===== config.mk =====
export PLATFORM = sky130hd
export DESIGN_NAME = pits_ctrl
export DESIGN_NICKNAME = d
export VERILOG_FILES = /design/src/rtl/core/pits_pkg.sv /design/src/rtl/core/pits_ctrl.sv
export SDC_FILE = /design/constraint.sdc
export NUM_CORES = 1
export LEC_CHECK = 0
export BUFFER_PORTS_ARGS = -buffer_cell sky130_fd_sc_hd__buf_2
export CAP_MARGIN = 25
export CORE_AREA = 3 3 52 72
export CTS_CLUSTER_SIZE = 20
export DETAILED_ROUTE_END_ITERATION = 10
export DIE_AREA = 0 0 55 75
export GPL_ROUTABILITY_DRIVEN = 0
export HOLD_SLACK_MARGIN = 0.08
export PLACE_DENSITY = 0.55
export SLEW_MARGIN = 20
export SYNTH_ARGS = -nofsm -noshare
export SYNTH_HDL_FRONTEND = slang
export SYNTH_SLANG_ARGS = --single-unit

===== constraint.sdc =====
create_clock -name clk -period 1.6 [get_ports clk]
set_input_delay 0.4 -clock clk [delete_from_list [all_inputs] [get_ports clk]]
set_output_delay 0.4 -clock clk [all_outputs]
set_load 0.05 [all_outputs]

===== src/rtl/core/pits_pkg.sv =====
// Shared types, constants and codes for the point-in-triangle search block.
`timescale 1ns / 1ps

package pits_pkg;

  // Default sizes handed to the top level parameters.
  localparam int MAX_VERTICES_DEF  = 256;
  localparam int MAX_TRIANGLES_DEF = 256;
  localparam int COORD_WIDTH_DEF   = 16;

  // Width of the search count configuration word.
  localparam int CFG_W = 9;

  // Operation codes carried in the opcode field of an input word.
  localparam logic [1:0] OP_LOAD_VERTEX   = 2'd0;
  localparam logic [1:0] OP_LOAD_TRIANGLE = 2'd1;
  localparam logic [1:0] OP_QUERY         = 2'd2;

  typedef struct packed {
    logic [1:0]         opcode;
    logic [7:0]         slot;
    logic signed [15:0] x_coord;
    logic signed [15:0] y_coord;
    logic [7:0]         corner_a;
    logic [7:0]         corner_b;
    logic [7:0]         corner_c;
  } in_word_t;

  typedef struct packed {
    logic       found;
    logic [7:0] triangle_index;
  } out_word_t;

  // Commands from the controller to the datapath.
  typedef struct packed {
    logic wr_vtx;
    logic wr_tri;
    logic start;
    logic issue;
    logic flush;
  } cmd_t;

  // Status from the datapath to the controller.
  typedef struct packed {
    logic       count_zero;
    logic       all_issued;
    logic       hit;
    logic       miss_end;
    logic [7:0] hit_idx;
  } sts_t;

endpackage


===== src/rtl/core/pits_ctrl.sv =====
// Controller: sequences loads and queries and owns the result register.
`timescale 1ns / 1ps

module pits_ctrl (
  input  logic                clk,
  input  logic                rst_n,
  input  logic                in_valid,
  input  logic [1:0]          in_opcode,
  output logic                in_stall,
  output logic                out_valid,
  input  logic                out_stall,
  output pits_pkg::out_word_t out_word,
  output pits_pkg::cmd_t      cmd,
  input  pits_pkg::sts_t      sts
);

  typedef enum logic [1:0] {
    ST_IDLE,
    ST_SEARCH,
    ST_RESULT
  } state_t;

  state_t              state_r, state_nxt;
  logic                found_r, found_nxt;
  logic [7:0]          idx_r, idx_nxt;
  logic                out_valid_r, out_valid_nxt;
  pits_pkg::out_word_t out_word_r, out_word_nxt;

  always_comb begin
    state_nxt     = state_r;
    found_nxt     = found_r;
    idx_nxt       = idx_r;
    out_valid_nxt = out_valid_r && out_stall;
    out_word_nxt  = out_word_r;
    cmd           = '0;
    case (state_r)
      ST_IDLE: begin
        if (in_valid) begin
          case (in_opcode)
            pits_pkg::OP_LOAD_VERTEX: begin
              cmd.wr_vtx = 1'b1;
            end
            pits_pkg::OP_LOAD_TRIANGLE: begin
              cmd.wr_tri = 1'b1;
            end
            pits_pkg::OP_QUERY: begin
              cmd.start = 1'b1;
              found_nxt = 1'b0;
              idx_nxt   = '0;
              state_nxt = sts.count_zero ? ST_RESULT : ST_SEARCH;
            end
            default: begin
            end
          endcase
        end
      end
      ST_SEARCH: begin
        if (sts.hit) begin
          cmd.flush = 1'b1;
          found_nxt = 1'b1;
          idx_nxt   = sts.hit_idx;
          state_nxt = ST_RESULT;
        end else if (sts.miss_end) begin
          cmd.flush = 1'b1;
          state_nxt = ST_RESULT;
        end else begin
          cmd.issue = !sts.all_issued;
        end
      end
      ST_RESULT: begin
        if (!out_valid_r || !out_stall) begin
          out_valid_nxt               = 1'b1;
          out_word_nxt.found          = found_r;
          out_word_nxt.triangle_index = idx_r;
          state_nxt                   = ST_IDLE;
        end
      end
      default: begin
        state_nxt = ST_IDLE;
      end
    endcase
  end

  always_ff @(posedge clk) begin
    if (!rst_n) begin
      state_r     <= ST_IDLE;
      out_valid_r <= 1'b0;
    end else begin
      state_r     <= state_nxt;
      out_valid_r <= out_valid_nxt;
    end
    found_r    <= found_nxt;
    idx_r      <= idx_nxt;
    out_word_r <= out_word_nxt;
  end

  assign in_stall  = state_r != ST_IDLE;
  assign out_valid = out_valid_r;
  assign out_word  = out_word_r;

endmodule


Word level (Yosys, flattened, before mapping)
Index checks and enable logic that the tools add are counted.
W data, S select, Z words.
{ "op_classes": {"n_reduce_logical": 12, "muxes": 27, "n_eq_ne": 9} }
{ "ops": {"columns": ["cell", "n"], "rows": [
  ["$mux W8", 3],
  ["$pmux W8 S2", 1],
  ["$mux W2", 7],
  ["$mux W1", 12],
  ["$reduce_and A4 Y1", 2],
  ["$mux W3", 2],
  ["$ne A2 B2 Y1 const B", 3],
  ["$pmux W2 S3", 1],
  ["$eq A2 B1 Y1 const B", 2],
  ["$eq A2 B2 Y1 const B", 2],
  ["$logic_not A2 Y1", 2],
  ["$reduce_bool A2 Y1", 2],
  ["$logic_not A1 Y1", 3],
  ["$ne A3 B3 Y1 const B", 1],
  ["$ne A2 B1 Y1 const B", 1],
  ["$pmux W1 S2", 1],
  ["$reduce_and A2 Y1", 1],
  ["$logic_and A1 B1 Y1", 1],
  ["$logic_or A1 B1 Y1", 1]
]} }
{ "totals": {"ff_bits": 21, "out_inout_bits": 16} }

Longest topological paths before layout
Gate-level depths: netlist of the first run.
{ "depth": {"word_depth": 4, "depth_mapped": 4, "ltp_nobuf": 3} }

Least setup slack after synthesis of the first run
OpenSTA, ideal clock, no wires.
{ "synth_timing": {"path_type": "register -> output", "startpoint": "reg state_r[0]", "endpoint": "out cmd[4] (netlist name)", "arrival_ns": 1.683, "setup_slack_ns": -0.483, "path_stages_with_launch": 4, "n_path_buf": 0, "required_time_ns": 1.200, "cell_sequence": "dfxtp_1 > nor2_1 > nand2_1 > nor3_1"} }
{ "synth_rtl": {"columns": ["element", "line_no", "source"], "rows": [
  ["start: declaration", "pits_ctrl.sv:23", "state_t state_r, state_nxt;"],
  ["start signal: assignment", "pits_ctrl.sv:89", "state_r <= state_nxt;"],
  ["end: declaration", "pits_ctrl.sv:13", "output pits_pkg::cmd_t cmd,"]
]} }

==> results of run 1 <==
-- cells in the mapped netlist, drive strengths merged --
cell type	n	area (um^2)
nand2b	1	6.26
nand3	1	5.00
o21ai	1	5.00
nor2	4	15.0
nor3b	1	12.5
buf	1	7.51
mux2i	1	10.0
and3b	1	8.76
and2	9	56.3
nor2b	1	8.76
a21oi	3	18.8
edfxtp	18	541
nand3b	1	7.51
dfxtp	3	60.1
a31oi	1	6.26
or2	1	6.26
nor3	1	5.00
inv	3	11.3
nand2	3	13.8
-- worst max-delay path: cells and delay by family (launching register included) --
family | cells | cell delay, ns
buf+inv | 1 | 0.18
flops | 1 | 0.36
simple gates | 3 | 0.38
-- kinds of logic (layout without fill, tap and decap cells) --
family / after synthesis / in the layout / synth area share, %
buf+inv: 4 / 46 / 2.33
flops: 21 / 21 / 74.7
compound gates: 5 / 5 / 3.73
simple gates: 24 / 24 / 18.0
mux: 1 / 1 / 1.24
-- flip-flops by register name, indices dropped and copies added (netlist names) --
| signal | count |
|---|---|
| idx_r | 8 |
| out_word | 9 |
| found_r | 1 |
| out_valid | 1 |
| state_r | 2 |
-- what timing repair did --
action,4_1_cts,5_1_grt
setup endpoints to repair,5,4
setup buffers,0,1
endpoints found under the hold margin,0,0
pin swaps,1,3
cloned,0,0
gates resized for setup,13,3
-- through the flow --
stage	cell area [um^2]	util, %	instances	power, uW	setup TNS (ns)
2_1_floorplan	818	-	55	668	-0.0944
3_3_place_gp	1060	33.4	131	708	0
3_5_place_dp	1060	33.4	131	710	0
4_1_cts	1140	36.0	135	1040	-0.0128
5_1_grt	1160	36.5	136	1070	-0.0282
6_report	1160	36.5	136	1020	0
-- area by class of cell --
cell class                      instances  share of cell area, %
Clock buffer                            4                   3.88
Sequential cell                        21                   52.4
Tap cell                               39                   4.20
Inverter                                3                  0.970
Timing Repair Buffer                   39                   20.2
Multi-Input combinational cell         30                   18.4
-- routing by layer --
metal,GRT usage [%],vias to the layer above
met3,1.98,2
met5,0,-
li1,-,275
met1,8.19,250
met2,13.3,25
met4,5.68,0
-- power groups by stage --
| stage | combinational, uW | clock, uW | sequential (uW) |
|---|---|---|---|
| finish | 101 | 323 | 601 |
| global placement | 93.3 | 0 | 614 |
| detailed placement | 94.8 | 0 | 615 |
| global route | 110 | 358 | 601 |
| floorplan | 41.7 | 0 | 626 |
| CTS | 100 | 338 | 604 |
-- worst paths after layout --
check,slack (ns),from,depth (start not counted),end
worst max-delay path,0.04,state_r[0]$_SDFFE_PN0P_,4,cmd[3]
worst min-delay path,0.41,rst_n,3,state_r[0]$_SDFFE_PN0P_
worst max register to register,0.35,state_r[0]$_SDFFE_PN0P_,4,out_word[5]$_DFFE_PP_
worst min register to register,0.42,idx_r[4]$_SDFFCE_PP0P_,0,out_word[4]$_DFFE_PP_
-- cell usage in the layout (no fill, tap or decap), drive strengths merged --
cell,Yosys,routed
buf,1,39
edfxtp,18,18
and2,9,9
clkbuf,0,4
nor2,4,4
inv,3,3
a21oi,3,3
nand2,3,3
dfxtp,3,3
nor2b,1,1
and3b,1,1
mux2i,1,1
nand2b,1,1
nor3,1,1
o21ai,1,1
nor3b,1,1
or2,1,1
nand3,1,1
a31oi,1,1
nand3b,1,1
==> results, run 1 <==
- The minimum clock period is 1.56 ns.
- The routed design has 1430 um of wire.
- For the worst setup path, the data arrival time is 1.16 ns.
- The clock latency on the worst-skew pair is 0.25 ns.
- The number of placement rows is 24.
- The first-pass GRT wire length is 2300 um.
- In this run, the clock network consumes 31.5% of the power.
- The final critical-path setup slack is 0.0356 ns.
- The buffer depth of the longest clock path is 2.
- The relative area change from synthesis to final layout is 44.3%.
- In this run the worst hold path is classified as input port to flop.
- The flow ran to the end, and the final reports show no timing, DRC or antenna violations.
- The highest ir drop seen on vdd is 0.000332 V.
- Across all layers, the routed design uses 552 vias.
- The net total in the final layout is 116.
- In this run the static leakage power is 0.000502 uW.
- The mean routed wirelength per cell is 10.5 um.
- The clock slew seen by the registers of the worst setup and hold paths is 0.07 ns.
- The overflow left after global routing is 0.
- In this run the tool buffered the top-level ports with 33 buffer cells.
- The worst setup path is captured at an output pin.
- The filler cell count is 340.
- The highest metal layer used by the detailed router is met4.
- After layout, the worst path uses 97.8% of the clock period.
- The initial antenna violation count is 0.
- The maximum number of pins on one net before global-route repair is 12.
- For this run, the slowest stage of the critical path takes 0.36 ns.
- Global routing used 7.88% of the available tracks.
- The number of vias per cell is 4.06.
- Yosys printed 0 warnings.
- The worst relative slew slack is 83.1%.
- The root buffer cell chosen for the clock tree is sky130_fd_sc_hd__clkbuf_8.
- The vertical die dimension is 75 um.
- Walking the worst path, the cells encountered are nor2_4 > nand2_2 > nor3b_4 > buf_6.
- The detailed router finished its first iteration with 4 violations.
- Summing all flip-flop and latch instances after layout gives 608 um^2.
- On the critical path, the stage with the largest delay is an instance of sky130_fd_sc_hd__dfxtp_4.
- The power spent charging and discharging nets is 210 uW.
- The category of the most critical setup path is flop to output pin.
- Synthesis produced 55 cells.
- The depth of the CTS H-tree is 1.
- The region available for standard cell placement spans 0.00318 mm^2.
- Cell internal power was estimated by the tool at 814 uW.
- The share of cells above drive strength 1 is 53.6%.
- The final-report max-slew violation count is 0.
- For this design the top-level I/O count stands at 34.
- The die is 55 um wide.
- The share of the Yosys chip area taken by registers is 74.7%.
- The relative contribution of combinational cells to total power is 9.8%.
- The count of hold buffers inserted by post-cts repair is 0.
- The detail route stage leaves a number of antenna-violating nets equal to 0.
- Synthesis inferred 21 register bits.
- The multi-input logic area is 214 um^2.
- The hold violation total from the final report is 0.
- The maximum clock frequency is 639 MHz.
- Each instance of the synthesized netlist takes up on average 14.6 um^2.
- The via count of the first global-routing pass is 568.
- Yosys mapped the design onto 21 distinct sky130hd cell types.
- In the final routing, the length of wire on met1 measures 511 um.
- The number of clock sinks is 21.
- The first TritonRoute pass finished after 3 iterations.
- Of the total power, registers draw 58.7%.
- For this configuration, the core starts out at a cell density of 25.3%.
- The floorplan die area is 0.00413 mm^2.
- Detailed placement finished with a half-perimeter wire length of 1160 um.
- TritonCTS built the clock tree.
- Data on the critical path is required at its endpoint by 1.20 ns.
- The sum of met2 wire segment lengths after detailed routing is 770 um.
- When the netlist entered floorplanning its net count stood at 73.
- The DRC violation count after routing is 0.
- Prior to clock tree synthesis, the placed netlist has a worst setup slack of 0.0897 ns.
- The count of max-cap constraint violations is 0.
- In this run the power density over the cells is 882 mW/mm^2.
- In this run switching power makes up 20.5% of total power.
- The worst setup path is launched from a flop.
- In this run the worst path has a maximum fanout of 3.
- The count of endpoints failing setup in the final report is 0.
- The total clock buffers created by CTS is 3.
- The number of antenna cells inserted is 0.
- On the final layout, the worst hold slack is 0.408 ns.
- The post-synthesis instance area is 805 um^2.
- For the final database, setup skew stands at 0.000841 ns.
- Setup repair after global routing could not meet its margin everywhere.
- The met3 wire length is 132 um.
- At the pin with the least slew margin, the transition time is 0.255 ns.
Note: power is estimated with default switching activity, not from simulation.
==> run 2: changes to the inputs <==
--- a/config.mk
+++ b/config.mk
@@ -5,12 +5,13 @@
 export SDC_FILE = /design/constraint.sdc
 export NUM_CORES = 1
 export LEC_CHECK = 0
+export ABC_AREA = 1
 export BUFFER_PORTS_ARGS = -buffer_cell sky130_fd_sc_hd__buf_2
 export CAP_MARGIN = 25
-export CORE_AREA = 3 3 52 72
+export CORE_AREA = 3 3 52 73
 export CTS_CLUSTER_SIZE = 20
 export DETAILED_ROUTE_END_ITERATION = 10
-export DIE_AREA = 0 0 55 75
+export DIE_AREA = 0 0 55 76
 export GPL_ROUTABILITY_DRIVEN = 0
 export HOLD_SLACK_MARGIN = 0.08
 export PLACE_DENSITY = 0.55
==> results, run 2 <==
- The run finished with clean final reports.
- The count of max-cap constraint violations is 0 (unchanged).
- The number of clock sinks is 21 (unchanged).
- The mean routed wirelength per cell is 8.89 um (-15%).
- The maximum fanout encountered on the critical timing path was 4 (+1).
- The category of the worst setup path launch point is a flop.
- The DRC violation count after routing was 0 (unchanged).
- The residual antenna-violating net count after detailed routing is 0 (unchanged).
- The register-to-register setup slack is 0.37 ns (+0.02 ns).
- The sequential power share is 56.5% (-2.2 points).
- The worst register-to-register path ends at idx_r[7]$_SDFFCE_PP0P_.
- The core area is 0.00318 mm^2 (unchanged).
- The number of distinct library cells after synthesis is 14 (-33%).
- The top-level I/O count is 34 (unchanged).
- The power spent charging and discharging nets is 261 uW (+24%).
- The placed wire-length estimate after detailed placement was 1090 um (-6.6%).
- The via count is 594 (+7.6%).
- The starting utilization of the core area came to 25.9% (+0.63 points).
- By area the synthesized netlist is led by sky130_fd_sc_hd__edfxtp_1 66%, sky130_fd_sc_hd__nor2_1 7.7%, sky130_fd_sc_hd__dfxtp_1 7.3%.
- The category of the most critical setup path is flop to output pin.
- The number of flip-flops under the largest register name was 9 (unchanged).
- The synthesized design spends more area on one cell type than any other, namely sky130_fd_sc_hd__edfxtp_1.
- The power share of the clock group is 29.2% (-2.3 points).
- The proportion of netlist area held by the largest area contributor was 65.6% (-1.6 points).
- The post-synthesis net count is 89 (+22%).
- The final worst-path cycle share was 99.5% (+1.7 points).
- The worst hold path terminates at state_r[0]$_SDFFE_PN0P_.
- The overall track demand over capacity in global routing came to 6.69% (-1.2 points).
- The total clock buffers created by CTS is 3 (unchanged).
- The clock slew seen by the registers of the worst setup and hold paths is 0.07 ns (about the same).
- The number of vias per cell is 3.86 (-5.0%).
- The overflow left after global routing is 0 (unchanged).
- The register cell area after layout is 603 um^2 (-0.82%).
- In this run the most critical hold path is launched from rst_n.
- The kind of end point of the critical path is an output pin.
- The post-layout utilization of the core came to 37.5% (+1.0 points).
- The fraction of registers with async set or reset after synthesis is 0% (unchanged).
- The worst register-to-register path begins at state_r[0]$_SDFFE_PN0P_.
- The area fraction in compound gates after synthesis is 2.43% (-1.3 points).
- The area share of and/or/nand/nor cells after synthesis was 17.0% (-1.0 points).
- The relative contribution of combinational cells to total power is 14.3% (+4.5 points).
- The number of synthesized flops with an enable pin is 18 (unchanged).
- The cell area after placement came to 0.00107 mm^2 (+0.82%).
- The count of synthesis-stage warnings from yosys is 0 (unchanged).
- The logic depth of the worst register-to-register path is 5 (+1).
- TritonCTS built the clock tree.
- The net total in the final layout is 134 (+16%).
- The highest ir drop seen on vdd is 0.000473 V (+42%).
- The depth of the CTS H-tree is 1 (unchanged).
- The number of optimization iterations in the first detailed-route pass is 2 (-1).
- The count of endpoints failing setup in the final report is 0 (unchanged).
- The static leakage is 0.000540 uW (+7.5%).
- The data required time at the worst endpoint is 1.20 ns (about the same).
- The multiplexer share of the synthesized area came to 0% (-1.2 points).
- In the layout the commonest cells are 29 x sky130_fd_sc_hd__buf_2, 18 x sky130_fd_sc_hd__edfxtp_1, 15 x sky130_fd_sc_hd__nor2_1.
- The post-synthesis instance area is 825 um^2 (+2.5%).
- The floorplan die area is 0.00418 mm^2 (+1.3%).
- The initial detailed-routing violation count came to 9 (+5).
- By count the netlist is led by 18 x sky130_fd_sc_hd__edfxtp_1, 17 x sky130_fd_sc_hd__nor2_1, 13 x sky130_fd_sc_hd__inv_1.
- The worst relative slew slack was 80.5% (-2.6 points).
- The internal power consumption is 840 uW (+3.2%).
- The synthesized netlist cell count is 71 (+29%).
- The buffer depth of the longest clock path is 2 (unchanged).
- The most frequent standard cell in the layout excluding fill and tap cells is sky130_fd_sc_hd__buf_2.
- The switching share of power was 23.7% (+3.2 points).
- The vertical die dimension is 76 um (+1.3%).
- The adder and majority cell fraction of the synthesized area is 0% (unchanged).
- The number of buffers added on ports is 33 (unchanged).
- The most common flop cell mapped by yosys is sky130_fd_sc_hd__edfxtp_1.
- The number of placement rows is 24 (unchanged).
- The power density over the cells is 923 mW/mm^2 (+4.6%).
- The overall die width was 55 um (unchanged).
- The maximum number of pins on one net before global-route repair is 13 (+1).
- The cell sitting at the root of the clock tree is a sky130_fd_sc_hd__clkbuf_8.
- Setup repair after global routing could not meet its margin everywhere.
- The via count of the first global-routing pass is 538 (-5.3%).
- The fraction of the yosys area taken by sequential cells was 72.8% (-1.8 points).
- The share of cells above drive strength 1 is 50.4% (-3.2 points).
- The filler cell count is 348 (+2.4%).
- The number of antenna cells inserted is 0 (unchanged).
- The routed wire length was 1370 um (-4.3%).
- The area share of xor/xnor cells in the synthesized design was 0% (unchanged).
- The signal arrival time at the worst endpoint is 1.19 ns (+0.03 ns).
- The final-report max-slew violation count came to 0 (unchanged).
- The measured slew at the worst slew-check pin was 0.292 ns (+0.0366 ns).
- The multi-input logic area was 191 um^2 (-11%).
- The clock latency on the worst-skew pair is 0.25 ns (about the same).
- The sum of negative setup slack is 0 ns (unchanged).
- In the post-synthesis netlist, the cell with the most instances is sky130_fd_sc_hd__edfxtp_1.
- The maximum clock frequency came to 628 MHz (-1.7%).
- The average cell area after synthesis is 11.6 um^2 (-21%).
- The setup clock skew after layout is 0.00226 ns (+0.00142 ns).
- From synthesis to final layout, the design area changed by 44.8%.
- The minimum clock period is 1.59 ns (+0.0277 ns).
- After synthesis, the largest family of logic cells by area is simple AND/OR/NAND/NOR gates.
- The count of hold buffers inserted by post-cts repair is 0 (unchanged).
- The post-layout instance area is 0.00119 mm^2 (+2.8%).
- The first-pass GRT wire length came to 2100 um (-8.7%).
- The worst min-delay path category is input port to flop.
- The initial antenna violation count is 0 (unchanged).
- The number of synthesized register bits is 21 (unchanged).
- The number of cells traversed by the worst hold path is 3 (unchanged).
- The hold violation total from the final report was 0 (unchanged).
==> run 2: changes by cell type in the layout (fill, tap and decap cells not counted), sizes merged, moves of 3 or more <==
cell	before	now
inv	3	16
nor2	4	18
and2	9	0
nand2	3	6
==> run 2: cells by family after synthesis <==
family	Yosys count
buffers and inverters	17
DFF	21
and+or+nand+nor	29
AOI/OAI and AO/OA	4
==> run 2: through the flow <==
| step | hold slack (ns) | worst slack [ns] | total power, uW | std cells |
|---|---|---|---|---|
| floorplan | 0.400 | -0.244 | 729 | 71 |
| global placement | 0.404 | 0.0925 | 774 | 145 |
| detailed placement | 0.405 | 0.0823 | 777 | 145 |
| CTS | 0.406 | 0.00183 | 1100 | 149 |
| global route | 0.423 | -0.0439 | 1160 | 154 |
| finish | 0.417 | 0.00790 | 1100 | 154 |
==> run 2: worst max-delay path by stage <==
stage / from / to / slack, ns / cells past startpoint
after CTS: state_r[0]$_SDFFE_PN0P_ / cmd[0] / 0.002 / 5
final: state_r[0]$_SDFFE_PN0P_ / cmd[1] / 0.008 / 5
after detailed placement: sts[8] / cmd[1] / 0.08 / 5
after floorplan: state_r[1]$_SDFFE_PN0P_ / cmd[3] / -0.24 / 3
after global placement: sts[8] / cmd[1] / 0.09 / 5
after global routing: state_r[0]$_SDFFE_PN0P_ / cmd[1] / -0.04 / 5
==> run 2: power by group through the flow <==
stage,clock network (uW),logic [uW],registers (uW)
6_report,321,158,622
5_1_grt,365,172,624
4_1_cts,335,147,621
3_5_place_dp,0,144,634
3_3_place_gp,0,141,633
2_1_floorplan,0,71.2,658
==> run 2: layout make-up <==
cell class,count,share of cell area [%]
inverter,17,5.77
tap,39,4.09
multi-input combinational,33,16.0
timing repair buffer,40,19.7
clock inverter,1,0.419
sequential,21,50.5
clock buffer,3,3.46
==> run 2: metal layers <==
layer / up-vias / GRT usage, % / wire [um]
li1: 317 / - / -
met1: 249 / 7.78 / 456
met2: 28 / 10.8 / 743
met3: 0 / 2.15 / 169
met4: 0 / 2.92 / 0
met5: - / 0 / 0
==> run 2: what timing repair did <==
action,4_1_cts,5_1_grt
cloned,0,0
gates resized for setup,6,6
pin swaps,0,1
hold endpoints to repair,0,0
endpoints found under the setup margin,4,5
setup buffers,0,5
==> run 2: critical path, stage by stage (launching register included) <==
cell                      delay [ns]
sky130_fd_sc_hd__dfxtp_2        0.35
sky130_fd_sc_hd__inv_2          0.06
sky130_fd_sc_hd__nor2_4         0.18
sky130_fd_sc_hd__nand2_2        0.08
sky130_fd_sc_hd__nor2_2         0.10
sky130_fd_sc_hd__buf_6          0.16
==> run 3: changes to the inputs <==
--- a/config.mk
+++ b/config.mk
@@ -8,13 +8,14 @@
 export ABC_AREA = 1
 export BUFFER_PORTS_ARGS = -buffer_cell sky130_fd_sc_hd__buf_2
 export CAP_MARGIN = 25
-export CORE_AREA = 3 3 52 73
+export CORE_AREA = 3 3 41 57
 export CTS_CLUSTER_SIZE = 20
 export DETAILED_ROUTE_END_ITERATION = 10
-export DIE_AREA = 0 0 55 76
+export DIE_AREA = 0 0 44 60
 export GPL_ROUTABILITY_DRIVEN = 0
+export GPL_TIMING_DRIVEN = 1
 export HOLD_SLACK_MARGIN = 0.08
-export PLACE_DENSITY = 0.55
+export PLACE_DENSITY = 0.8
 export SLEW_MARGIN = 20
 export SYNTH_ARGS = -nofsm -noshare
 export SYNTH_HDL_FRONTEND = slang
==> results, run 3 (same netlist as run 2, synthesis figures left out) <==
- The flow ran to the end, but the final reports show violations.
- The checks that failed: negative setup slack.
- The net total in the final layout is 133 (-0.75%).
- The category of the most critical setup path is flop to output pin.
- The final critical-path setup slack is -0.00993 ns (-0.0178 ns).
- The overall track demand over capacity in global routing came to 12.5% (+5.8 points).
- The placed wire-length estimate after detailed placement is 1180 um (+8.9%).
- The clock latency on the worst-skew pair was 0.29 ns (+0.04 ns).
- The number of optimization iterations in the first detailed-route pass is 4 (+2).
- The worst min-delay path category is input port to flop.
- The static leakage came to 0.000531 uW (-1.6%).
- The worst relative slew slack is 79.5% (-0.96 points).
- The power density over the cells was 885 mW/mm^2 (-4.0%).
- The top-level I/O count is 34 (unchanged).
- The share of cells above drive strength 1 came to 49.1% (-1.3 points).
- The sequential power share is 60.3% (+3.8 points).
- The minimum clock period was 1.61 ns (+0.0178 ns).
- The relative area change from synthesis to final layout is 41.1%.
- The vertical die dimension came to 60 um (-21%).
- The measured slew at the worst slew-check pin is 0.306 ns (+0.0144 ns).
- The power spent charging and discharging nets came to 263 uW (+0.85%).
- The overflow left after global routing is 0 (unchanged).
- The number of clock sinks is 21 (unchanged).
- The power share of the clock group is 23.5% (-5.7 points).
- The maximum clock frequency was 621 MHz (-1.1%).
- The number of flip-flops under the largest register name was 9 (unchanged).
- The via count is 626 (+5.4%).
- The starting utilization of the core area is 44.6% (+19 points).
- The switching share of power was 25.6% (+1.9 points).
- The buffer depth of the longest clock path was 2 (unchanged).
- The core area is 0.00185 mm^2 (-42%).
- The first-pass GRT wire length came to 2350 um (+12%).
- The clock slew seen by the registers of the worst setup and hold paths is 0.11 ns (+0.04 ns).
- The signal arrival time at the worst endpoint is 1.21 ns (+0.02 ns).
- The post-layout utilization of the core came to 63.0% (+26 points).
- The setup clock skew after layout was 0.00621 ns (+0.00394 ns).
- The floorplan die area is 0.00264 mm^2 (-37%).
- The routed wire length came to 1570 um (+15%).
- The hold violation total from the final report is 0 (unchanged).
- The maximum fanout encountered on the critical timing path is 3 (-1).
- The worst hold slack was 0.368 ns (-0.0496 ns).
- The depth of the CTS H-tree is 1 (unchanged).
- The mean routed wirelength per cell is 11.7 um (+32%).
- The maximum number of pins on one net before global-route repair is 12 (-1).
- The via count of the first global-routing pass is 590 (+9.7%).
- The number of buffers added on ports is 33 (unchanged).
- The internal power consumption came to 767 uW (-8.7%).
- The tree is rooted in a sky130_fd_sc_hd__clkbuf_4.
- The most frequent standard cell in the layout excluding fill and tap cells is sky130_fd_sc_hd__buf_2.
- TritonCTS built the clock tree.
- The initial antenna violation count is 0 (unchanged).
- The final worst-path cycle share is 101% (+1.1 points).
- The residual antenna-violating net count after detailed routing is 0 (unchanged).
- The number of placement rows is 18 (-25%).
- The category of the worst setup path launch point is a flop.
- The data required time at the worst endpoint is 1.20 ns (about the same).
- The number of vias per cell is 4.67 (+21%).
- The post-layout instance area is 0.00116 mm^2 (-2.5%).
- The cell area after placement is 0.00105 mm^2 (-2.2%).
- The initial detailed-routing violation count is 6 (-3).
- The highest ir drop seen on vdd is 0.000569 V (+20%).
- The count of max-cap constraint violations is 0 (unchanged).
- The final-report max-slew violation count was 0 (unchanged).
- The library cells used most frequently in the layout, excluding fill and tap cells, are 28 x sky130_fd_sc_hd__buf_2, 18 x sky130_fd_sc_hd__edfxtp_1, 15 x sky130_fd_sc_hd__nor2_1.
- The count of endpoints failing setup in the final report is 1 (+1).
- The relative contribution of combinational cells to total power is 16.2% (+1.9 points).
- The kind of end point of the critical path is an output pin.
- Setup repair after global routing could not meet its margin everywhere.
- The filler cell count is 154 (-56%).
- The overall die width is 44 um (-20%).
- The DRC violation count after routing is 0 (unchanged).
- The total clock buffers created by CTS is 3 (unchanged).
- The number of antenna cells inserted came to 0 (unchanged).
## run 3: cell types whose count changed in the layout (fill, tap and decap cells not counted), moves of 2 or more
cell                       change
sky130_fd_sc_hd__buf_4         -2
sky130_fd_sc_hd__clkbuf_8      -3
sky130_fd_sc_hd__inv_4         +2
sky130_fd_sc_hd__clkbuf_4      +3
sky130_fd_sc_hd__buf_6         +2
## run 3: worst paths after layout
| kind | start | endpoint | slack (ns) | cells past startpoint |
|---|---|---|---|---|
| max | state_r[0]$_SDFFE_PN0P_ | cmd[1] | -0.01 | 5 |
| min | rst_n | state_r[0]$_SDFFE_PN0P_ | 0.37 | 3 |
| max reg2reg | state_r[0]$_SDFFE_PN0P_ | idx_r[2]$_SDFFCE_PP0P_ | 0.29 | 6 |
| min reg2reg | idx_r[5]$_SDFFCE_PP0P_ | out_word[5]$_DFFE_PP_ | 0.43 | 0 |
## run 3: timing repair
action	in CTS	in global routing
hold buffers	0	0
pin swaps	1	0
buffers inserted	3	1
endpoints found under the setup margin	6	5
resized for setup	10	8
## run 3: area by class of cell
cell class / count / area [um^2] / area share, %
Tap cell: 20 / 25.0 / 2.15
Clock buffer: 4 / 26.3 / 2.26
Multi-Input combinational cell: 33 / 200 / 17.2
Inverter: 17 / 68.8 / 5.91
Sequential cell: 21 / 606 / 52.0
Timing Repair Buffer: 39 / 238 / 20.4
## run 3: per-layer routing
layer	up-vias	global-route usage [%]	part of all wire [%]	wire (um)
met5	-	0	0	0
met4	0	7.76	1.7	27
met3	2	2.71	9.5	149
met2	33	22.5	54	855
met1	276	12.7	34	535
li1	315	-	-	-
## run 3: worst max-delay path: stages, from the launching register on
cell                      delay, ns
sky130_fd_sc_hd__dfxtp_2       0.35
sky130_fd_sc_hd__inv_2         0.06
sky130_fd_sc_hd__nor2_4        0.16
sky130_fd_sc_hd__nand2_2       0.08
sky130_fd_sc_hd__nor2_2        0.11
sky130_fd_sc_hd__buf_6         0.17
## run 3: power groups by stage
stage / clock network (uW) / logic (uW) / registers, uW
final: 242 / 167 / 621
after detailed placement: 0 / 145 / 634
after global placement: 0 / 139 / 633
after floorplan: 0 / 71.2 / 658
after CTS: 243 / 155 / 622
after global routing: 262 / 180 / 623
## run 3: through the flow
stage | instances | TNS (ns) | total power, uW | worst slack, ns
2_1_floorplan | 71 | -1.41 | 729 | -0.244
3_3_place_gp | 126 | 0 | 771 | 0.0933
3_5_place_dp | 126 | 0 | 779 | 0.0456
4_1_cts | 133 | -0.0319 | 1020 | -0.0190
5_1_grt | 134 | -0.183 | 1070 | -0.0665
6_report | 134 | -0.00993 | 1030 | -0.00993
